File: config.mk
export PLATFORM = sky130hd
export DESIGN_NAME = sensor_stream_timing_monitor_core
export DESIGN_NICKNAME = d
export VERILOG_FILES = /design/src/hdl/sstm_pkg.sv /design/src/hdl/sensor_stream_timing_monitor_core.sv
export SDC_FILE = /design/constraint.sdc
export NUM_CORES = 2
export LEC_CHECK = 0
export BUFFER_PORTS_ARGS = -buffer_cell sky130_fd_sc_hd__buf_2
export CELL_PAD_IN_SITES_DETAIL_PLACEMENT = 1
export CELL_PAD_IN_SITES_GLOBAL_PLACEMENT = 1
export CORE_ASPECT_RATIO = 0.8
export CORE_MARGIN = 2
export CORE_UTILIZATION = 35
export DETAILED_ROUTE_END_ITERATION = 10
export HOLD_SLACK_MARGIN = 0.1
export MAX_ROUTING_LAYER = met4
export PLACE_DENSITY_LB_ADDON = 0.1
export SYNTH_ARGS = -nofsm -noshare
export SYNTH_HDL_FRONTEND = slang
export SYNTH_SLANG_ARGS = --single-unit
File: constraint.sdc
create_clock -name clk -period 13.35 [get_ports clk]
set_input_delay 3.3375 -clock clk [delete_from_list [all_inputs] [get_ports clk]]
set_output_delay 3.3375 -clock clk [all_outputs]
set_load 0.01 [all_outputs]
File: src/hdl/sstm_pkg.sv
package sstm_pkg;

    localparam logic [15:0] SUB_US_MAX = 16'd999;
    localparam logic [31:0] CNT_MAX    = 32'hFFFF_FFFF;

    typedef enum logic [1:0] {
        FUNC_CONNECT = 2'd0,
        FUNC_BATCH   = 2'd1,
        FUNC_SAMPLE  = 2'd2,
        FUNC_NONE    = 2'd3
    } func_t;

    function automatic logic [31:0] sat_inc(input logic [31:0] v);
        return (v == CNT_MAX) ? v : v + 32'd1;
    endfunction

    // wrap-safe elapsed time, 0 unless strictly forward
    function automatic logic [30:0] fwd_elapsed(input logic [31:0] from_ms,
                                                input logic [31:0] to_ms);
        logic [31:0] d;
        d = to_ms - from_ms;
        return d[31] ? 31'd0 : d[30:0];
    endfunction

endpackage

File: src/hdl/sensor_stream_timing_monitor_core.sv
// A request accepted into the input register passes on to the result register, which
// raises out_valid with its result. Throughput: one request per cycle while out_stall
// holds no result; the input register and the result register each hold one request,
// so a new request is taken while a result waits. Reset (rst_n, asynchronous, active
// low) clears all statistics and empties both registers.
module sensor_stream_timing_monitor_core
    import sstm_pkg::*;
(
    input  logic        clk,
    input  logic        rst_n,
    input  logic        in_valid,
    output logic        in_stall,
    input  logic [1:0]  func,
    input  logic [31:0] uptime_ms,
    input  logic [15:0] field_count,
    input  logic [31:0] stamp_ms,
    input  logic [15:0] stamp_sub_us,
    output logic        out_valid,
    input  logic        out_stall,
    output logic [31:0] total_samples,
    output logic [31:0] total_batches,
    output logic [30:0] longest_gap_ms,
    output logic [31:0] backward_count,
    output logic [31:0] bad_sub_count,
    output logic [15:0] first_fields,
    output logic [15:0] other_fields,
    output logic        fields_changed,
    output logic [30:0] first_sample_latency_ms,
    output logic signed [31:0] offset_drift_ms,
    output logic [30:0] skew_span_ms,
    output logic [30:0] stamp_span_ms
);

    // input register
    logic        in_valid_reg;
    func_t       func_reg;
    logic [31:0] uptime_reg;
    logic [15:0] fc_reg;
    logic [31:0] stamp_reg;
    logic [15:0] sub_reg;

    // result register
    logic        out_valid_reg;

    // statistics
    logic [31:0] sample_total_reg,   sample_total_next;
    logic [31:0] batch_total_reg,    batch_total_next;
    logic [31:0] connect_time_reg,   connect_time_next;
    logic        connected_seen_reg, connected_seen_next;
    logic [30:0] first_latency_reg,  first_latency_next;
    logic        first_done_reg,     first_done_next;
    logic [31:0] first_stamp_reg,    first_stamp_next;
    logic [31:0] last_stamp_reg,     last_stamp_next;
    logic        stamp_seen_reg,     stamp_seen_next;
    logic [30:0] max_gap_reg,        max_gap_next;
    logic [15:0] fields_first_reg,   fields_first_next;
    logic [15:0] fields_other_reg,   fields_other_next;
    logic        fields_differ_reg,  fields_differ_next;
    logic [31:0] sub_over_reg,       sub_over_next;
    logic [31:0] backward_reg,       backward_next;
    logic [31:0] arrival_time_reg,   arrival_time_next;
    logic        arrival_seen_reg,   arrival_seen_next;
    logic [31:0] offset_first_reg,   offset_first_next;
    logic [31:0] offset_last_reg,    offset_last_next;
    logic [31:0] skew_start_reg,     skew_start_next;
    logic [31:0] skew_end_reg,       skew_end_next;
    logic        skew_seen_reg,      skew_seen_next;

    logic        advance;
    logic [31:0] stamp_diff;
    logic [31:0] offset_now;

    assign advance   = in_valid_reg && !(out_valid_reg && out_stall);
    assign in_stall  = in_valid_reg && out_valid_reg && out_stall;
    assign out_valid = out_valid_reg;

    assign stamp_diff = stamp_reg - last_stamp_reg;
    assign offset_now = arrival_time_reg - stamp_reg;

    always_comb
    begin
        sample_total_next   = sample_total_reg;
        batch_total_next    = batch_total_reg;
        connect_time_next   = connect_time_reg;
        connected_seen_next = connected_seen_reg;
        first_latency_next  = first_latency_reg;
        first_done_next     = first_done_reg;
        first_stamp_next    = first_stamp_reg;
        last_stamp_next     = last_stamp_reg;
        stamp_seen_next     = stamp_seen_reg;
        max_gap_next        = max_gap_reg;
        fields_first_next   = fields_first_reg;
        fields_other_next   = fields_other_reg;
        fields_differ_next  = fields_differ_reg;
        sub_over_next       = sub_over_reg;
        backward_next       = backward_reg;
        arrival_time_next   = arrival_time_reg;
        arrival_seen_next   = arrival_seen_reg;
        offset_first_next   = offset_first_reg;
        offset_last_next    = offset_last_reg;
        skew_start_next     = skew_start_reg;
        skew_end_next       = skew_end_reg;
        skew_seen_next      = skew_seen_reg;

        unique case (func_reg)
            FUNC_CONNECT:
            begin
                connect_time_next   = uptime_reg;
                connected_seen_next = 1'b1;
            end
            FUNC_BATCH:
            begin
                batch_total_next  = sat_inc(batch_total_reg);
                arrival_time_next = uptime_reg;
                arrival_seen_next = 1'b1;
                if (fc_reg != 16'd0)
                begin
                    if (fields_first_reg == 16'd0)
                    begin
                        fields_first_next = fc_reg;
                    end
                    else if (fc_reg != fields_first_reg)
                    begin
                        fields_differ_next = 1'b1;
                        fields_other_next  = fc_reg;
                    end
                end
            end
            FUNC_SAMPLE:
            begin
                if (sub_reg > SUB_US_MAX)
                begin
                    sub_over_next = sat_inc(sub_over_reg);
                end
                if (!first_done_reg && connected_seen_reg)
                begin
                    first_done_next    = 1'b1;
                    first_latency_next = arrival_seen_reg
                                       ? fwd_elapsed(connect_time_reg, arrival_time_reg)
                                       : 31'd0;
                end
                if (stamp_seen_reg)
                begin
                    if (stamp_diff[31])
                    begin
                        backward_next = sat_inc(backward_reg);
                    end
                    else if (stamp_diff[30:0] > max_gap_reg)
                    begin
                        max_gap_next = stamp_diff[30:0];
                    end
                end
                else
                begin
                    first_stamp_next = stamp_reg;
                    stamp_seen_next  = 1'b1;
                end
                last_stamp_next   = stamp_reg;
                sample_total_next = sat_inc(sample_total_reg);
                if (arrival_seen_reg)
                begin
                    if (!skew_seen_reg)
                    begin
                        offset_first_next = offset_now;
                        skew_start_next   = arrival_time_reg;
                    end
                    offset_last_next = offset_now;
                    skew_end_next    = arrival_time_reg;
                    skew_seen_next   = 1'b1;
                end
            end
            default:
            begin
            end
        endcase
    end

    always_ff @(posedge clk or negedge rst_n)
    begin
        if (!rst_n)
        begin
            in_valid_reg  <= 1'b0;
            out_valid_reg <= 1'b0;
        end
        else
        begin
            if (!in_stall)
            begin
                in_valid_reg <= in_valid;
            end
            if (advance)
            begin
                out_valid_reg <= 1'b1;
            end
            else if (!out_stall)
            begin
                out_valid_reg <= 1'b0;
            end
        end
    end

    always_ff @(posedge clk)
    begin
        if (!in_stall && in_valid)
        begin
            func_reg   <= func_t'(func);
            uptime_reg <= uptime_ms;
            fc_reg     <= field_count;
            stamp_reg  <= stamp_ms;
            sub_reg    <= stamp_sub_us;
        end
    end

    always_ff @(posedge clk or negedge rst_n)
    begin
        if (!rst_n)
        begin
            sample_total_reg   <= '0;
            batch_total_reg    <= '0;
            connect_time_reg   <= '0;
            connected_seen_reg <= 1'b0;
            first_latency_reg  <= '0;
            first_done_reg     <= 1'b0;
            first_stamp_reg    <= '0;
            last_stamp_reg     <= '0;
            stamp_seen_reg     <= 1'b0;
            max_gap_reg        <= '0;
            fields_first_reg   <= '0;
            fields_other_reg   <= '0;
            fields_differ_reg  <= 1'b0;
            sub_over_reg       <= '0;
            backward_reg       <= '0;
            arrival_time_reg   <= '0;
            arrival_seen_reg   <= 1'b0;
            offset_first_reg   <= '0;
            offset_last_reg    <= '0;
            skew_start_reg     <= '0;
            skew_end_reg       <= '0;
            skew_seen_reg      <= 1'b0;
        end
        else if (advance)
        begin
            sample_total_reg   <= sample_total_next;
            batch_total_reg    <= batch_total_next;
            connect_time_reg   <= connect_time_next;
            connected_seen_reg <= connected_seen_next;
            first_latency_reg  <= first_latency_next;
            first_done_reg     <= first_done_next;
            first_stamp_reg    <= first_stamp_next;
            last_stamp_reg     <= last_stamp_next;
            stamp_seen_reg     <= stamp_seen_next;
            max_gap_reg        <= max_gap_next;
            fields_first_reg   <= fields_first_next;
            fields_other_reg   <= fields_other_next;
            fields_differ_reg  <= fields_differ_next;
            sub_over_reg       <= sub_over_next;
            backward_reg       <= backward_next;
            arrival_time_reg   <= arrival_time_next;
            arrival_seen_reg   <= arrival_seen_next;
            offset_first_reg   <= offset_first_next;
            offset_last_reg    <= offset_last_next;
            skew_start_reg     <= skew_start_next;
            skew_end_reg       <= skew_end_next;
            skew_seen_reg      <= skew_seen_next;
        end
    end

    // result snapshot, taken from the updated statistics
    always_ff @(posedge clk)
    begin
        if (advance)
        begin
            total_samples           <= sample_total_next;
            total_batches           <= batch_total_next;
            longest_gap_ms          <= max_gap_next;
            backward_count          <= backward_next;
            bad_sub_count           <= sub_over_next;
            first_fields            <= fields_first_next;
            other_fields            <= fields_other_next;
            fields_changed          <= fields_differ_next;
            first_sample_latency_ms <= first_latency_next;
            offset_drift_ms         <= signed'(offset_last_next - offset_first_next);
            skew_span_ms            <= fwd_elapsed(skew_start_next, skew_end_next);
            stamp_span_ms           <= fwd_elapsed(first_stamp_next, last_stamp_next);
        end
    end

endmodule

## Word level (Yosys, flattened, before mapping)

Index checks and enable logic that the tools add are counted.

| cells by class | value |
|---|---|
| add/subtract/negate cells | 10 |
| $mul | 0 |
| divide/modulo/power cells | 0 |
| $lt $le $gt $ge | 2 |
| equal/unequal tests | 8 |
| shifts and indexed selects | 0 |
| multiplexer cells | 45 |
| bitwise logic cells | 0 |
| reduce and logical (&&, ||, !) cells | 17 |

Operators by type and width:

| kind | count |
|---|---|
| two-way mux 32 bit | 24 |
| two-way mux 31 bit | 8 |
| subtractor 32 bit | 6 |
| adder 32 x 1 -> 32 bit (second input constant) | 4 |
| equality test 32 bit (second input constant) | 4 |
| two-way mux 16 bit | 7 |
| greater-than comparator 31 bit | 1 |
| greater-than comparator 16 x 10 -> 1 bit (second input constant) | 1 |
| logical NOT 16 bit | 1 |
| != test 16 bit | 1 |
| nonzero test 16 bit | 1 |
| logical AND 1 bit | 6 |
| two-way mux 1 bit | 6 |
| AND reduction 2 bit | 3 |
| AND reduction 3 bit | 2 |
| logical NOT 1 bit | 3 |
| equality test 2 x 1 -> 1 bit (second input constant) | 1 |
| equality test 2 bit (second input constant) | 1 |
| logical NOT 2 bit | 1 |
| != test 2 x 1 -> 1 bit (second input constant) | 1 |

| word-level totals | value |
|---|---|
| flip-flop bits (word level) | 901 |
| bits in latches | 0 |
| bits in writable memories | 0 |
| bits in read-only memories | 0 |
| input port bits | 102 |
| output and inout bits | 319 |
| memories | 0 |

## Depth between registers and ports, before layout

| depth | value |
|---|---|
| depth after elaboration | 6 |
| gate-level depth with buffers | 24 |

## Least setup slack after synthesis

No wires, ideal clock.

| timing | value |
|---|---|
| kind | input -> register |
| from | input port out_stall |
| to | register fields_first_reg[11] |
| data arrival time | 13.496 ns |
| data required time | 13.245 ns |
| path slack | -0.251 ns |
| cell stages on the path | 6 |
| cells stage by stage | nand2_1 nand2_1 inv_1 clkbuf_1 buf_1 a31o_2 |

| on the way | value |
|---|---|
| cells in the longest elaborated chain, start to end | 3 |

RTL lines:

| item | line | source |
|---|---|---|
| start, declared | sensor_stream_timing_monitor_core.sv:19 | `input logic out_stall,` |
| logical AND 1 bit | sensor_stream_timing_monitor_core.sv:73 | `assign advance = in_valid_reg && !(out_valid_reg && out_stall);` |
| logical NOT 1 bit | sensor_stream_timing_monitor_core.sv:73 |  |
| logical AND 1 bit | sensor_stream_timing_monitor_core.sv:73 |  |
| via advance | sensor_stream_timing_monitor_core.sv:69 | `logic advance;` |
| end signal, assigned | sensor_stream_timing_monitor_core.sv:253 | `fields_first_reg <= fields_first_next;` |
| end, declared | sensor_stream_timing_monitor_core.sv:56 | `logic [15:0] fields_first_reg, fields_first_next;` |

The timed path passes the listed nets, and every way through them passes these cells.
A chain may end at the register's enable or synchronous reset.

## Worst setup path after layout

| timing | value |
|---|---|
| from | input port out_stall |
| to | output port in_stall |

| on the way | value |
|---|---|
| cells in the longest elaborated chain, start to end | 1 |

RTL lines:

| item | line | source |
|---|---|---|
| logical AND 1 bit | sensor_stream_timing_monitor_core.sv:74 | `assign in_stall = in_valid_reg && out_valid_reg && out_stall;` |
| end, declared | sensor_stream_timing_monitor_core.sv:12 | `output logic in_stall,` |

No other way between the ends.

==> summary.txt <==
Run status
  • Status: finished clean

Yosys
  • Post-Syn Instances: 4284
  • Flop and latch count out of synthesis: 898
  • Largest cells by area after synthesis: edfxtp_1, dfrtp_1, ha_1, mux2_2, nand2_1
  • Post-Syn Area: 46600 sq um
  • Synth unique cells: 83
  • Ys Warns: 0
  • EDFF count, synth: 412
  • Async SR Flop Fraction: 0.541
  • Main synth FF type: dfrtp_1
  • Synth top cells by count: nand2_1, dfrtp_1, edfxtp_1, o21ai_0, nor2_1
  • Avg Inst Size Synth: 10.9 sq um
  • Top-count cell post-synth: nand2_1
  • Yosys top cell area share: 0.266
  • Syn_nets: 4613
  • Synth area leader: edfxtp_1
  • Sequential share of the synthesized area: 0.527

Global routing
  • Largest net degree at the start of global routing: 128
  • First-pass GRT wire length: 212000 um
  • Initial antenna violation count: 6
  • Total congestion overflow: 0
  • Tot GR Track Use: 0.209
  • Vias in the first global route: 33700

Drt
  • Drt first pass iters: 5
  • Drt drc: 0
  • Wire per inst: 21.3 um
  • Initial DRC count: 1813
  • Post-DRT Antenna Nets: 0
  • Vias: 33300
  • Vias per Instance: 5.11
  • Final WL: 139000 um

Die
  • Die area: 136000 sq um
  • Core Footprint: 132000 sq um
  • Starting Density: 0.353
  • I/O pin count: 421
  • Die width: 412 um
  • Die height: 330 um
  • Rows: 119

Pwr
  • PwrDens: 229 nW/um^2
  • Leak: 23.9 nW
  • Pwr Total: 12.4 mW
  • Max IR drop VDD: 106 uV

Hold path
  • Hold EP: first_done_reg$_DFFE_PN0P_
  • WHS Path Cells: 1
  • Worst Hold Class: reg -> reg
  • Worst Hold Launch: first_done_reg$_DFFE_PN0P_

Placement
  • Placed cells: 6331
  • Hpwl dp: 100000 um
  • RD Place Congestion: 0.832
  • # port buffers: 417

Critical path
  • Reg2reg end: max_gap_reg[21]$_DFFE_PN0P_
  • CP Max Fanout: 3
  • Flop-to-flop setup slack: 6.63 ns
  • CP Capture Type: output pin
  • Reg-to-Reg Start: stamp_reg[0]$_DFFE_PP_
  • CP required: 10.01 ns
  • Worst Reg-to-Reg Cells: 20
  • WP data arrival: 3.75 ns
  • CP Launch Type: input port
  • Critical path class: in -> out

Cells and area
  • Area grow syn2layout: 15.9%
  • Non-filler instance count after layout: 6521
  • Share of cells above drive strength 1: 0.182
  • FILL cells: 14400
  • Nets: 5008

Timing
  • Count of pins over their slew limit: 0
  • Endpoints failing setup: 0
  • Actual slew at the worst max-slew pin: 1.18 ns
  • Fin. Hold Viols: 0
  • RSZ-0062 raised after global routing: false
  • Slew HR: 0.212
  • Worst Skew: 0.0246 ns
  • Min Tclk post-route: 7.08 ns
  • Max Freq: 0.141 GHz
  • Final worst path period share: 0.531
  • Setup TNS: 0 ns

Clocking
  • Clk slew on worst S/H paths: 0.06 ns
  • CTS tree: built
  • Post CTS Setup Buffer Count: 0
  • Post-CTS Resized: 0
  • Clk Latency, worst-skew pair: 0.73 ns
  • Hold_buf cts: 0
  • TritonCTS buffer count: 100
  • H-tree depth: 3
  • Clk root buf: clkbuf_16
  • # clock sinks: 898
  • CTS max path bufs: 3

Flow run
  • # Max-Cap Violations: 0
-- per-stage QoR --
stage           util  cell area [sq um]  setup slack [ns]  hold slack [ns]
2_1_floorplan      -              46600             0.722            0.426
3_3_place_gp   0.384              50700              6.27            0.446
3_5_place_dp   0.384              50700              6.27            0.453
4_1_cts        0.410              54000              6.27            0.472
5_1_grt        0.410              54000              6.00            0.490
6_report       0.410              54000              6.27            0.475
-- final cells by class --
cell class                 count  area [sq um]  area share
antenna                        1          2.50   0.0000464
clock buffer                 132          2740      0.0507
clock inverter                57           579      0.0107
inverter                     185           702      0.0130
multi-input combinational   3041         20800       0.386
sequential                   898         24500       0.455
tap                         1754          2190      0.0407
timing repair buffer         453          2400      0.0446
-- power breakdown --
group	switching (mW)	internal, mW
Sequential	0.436	3.82
Combinational	3.19	2.09
Clock	1.23	1.61
-- metal layers --
metal  up-vias  share of wire  global-route usage
li1      16000              -                   -
met1     16600           0.53               0.317
met2       564           0.42               0.294
met3       151          0.037              0.0303
met4         0          0.019              0.0429
met5         -              0                   -
-- cell families (layout without fill, tap and decap cells) --
family | after synthesis | count (layout) | share of synthesized area
buffers and inverters | 345 | 827 | 0.0281
other | 0 | 1 | 0
flip-flops | 898 | 898 | 0.527
AND/OR/NAND/NOR | 1222 | 1222 | 0.119
adder cells (fa/ha/maj) | 227 | 227 | 0.0619
multiplexers | 266 | 266 | 0.0623
XOR/XNOR | 427 | 427 | 0.0803
AO/OA/AOI/OAI | 899 | 899 | 0.121
-- worst max path at each step --
stage | start | to | slack [ns] | cells past startpoint
4_1_cts | out_stall | in_stall | 6.27 | 4
3_3_place_gp | out_stall | in_stall | 6.27 | 4
3_5_place_dp | out_stall | in_stall | 6.27 | 4
6_report | out_stall | in_stall | 6.27 | 4
5_1_grt | stamp_reg[0]$_DFFE_PP_ | max_gap_reg[18]$_DFFE_PN0P_ | 6.00 | 20
2_1_floorplan | out_stall | fields_first_reg[11]$_DFFE_PN0P_ | 0.72 | 6
-- critical path, cell delays in order --
cell and delay (ns):
buf_2 0.11, nand3_1 0.12, inv_1 0.05, buf_2 0.13
-- layout by cell type (no fill, tap or decap), types with 176 or more instances in the layout --
cell	Yosys	final
a21oi_1	176	176
buf_2	12	416
dfrtp_1	486	486
edfxtp_1	412	412
ha_1	221	221
inv_1	185	184
mux2_2	193	193
nand2_1	542	539
nor2_1	266	261
o21ai_0	335	335
xnor2_1	215	214
xor2_1	212	211
No activity file was read; power rests on OpenSTA's default activity.
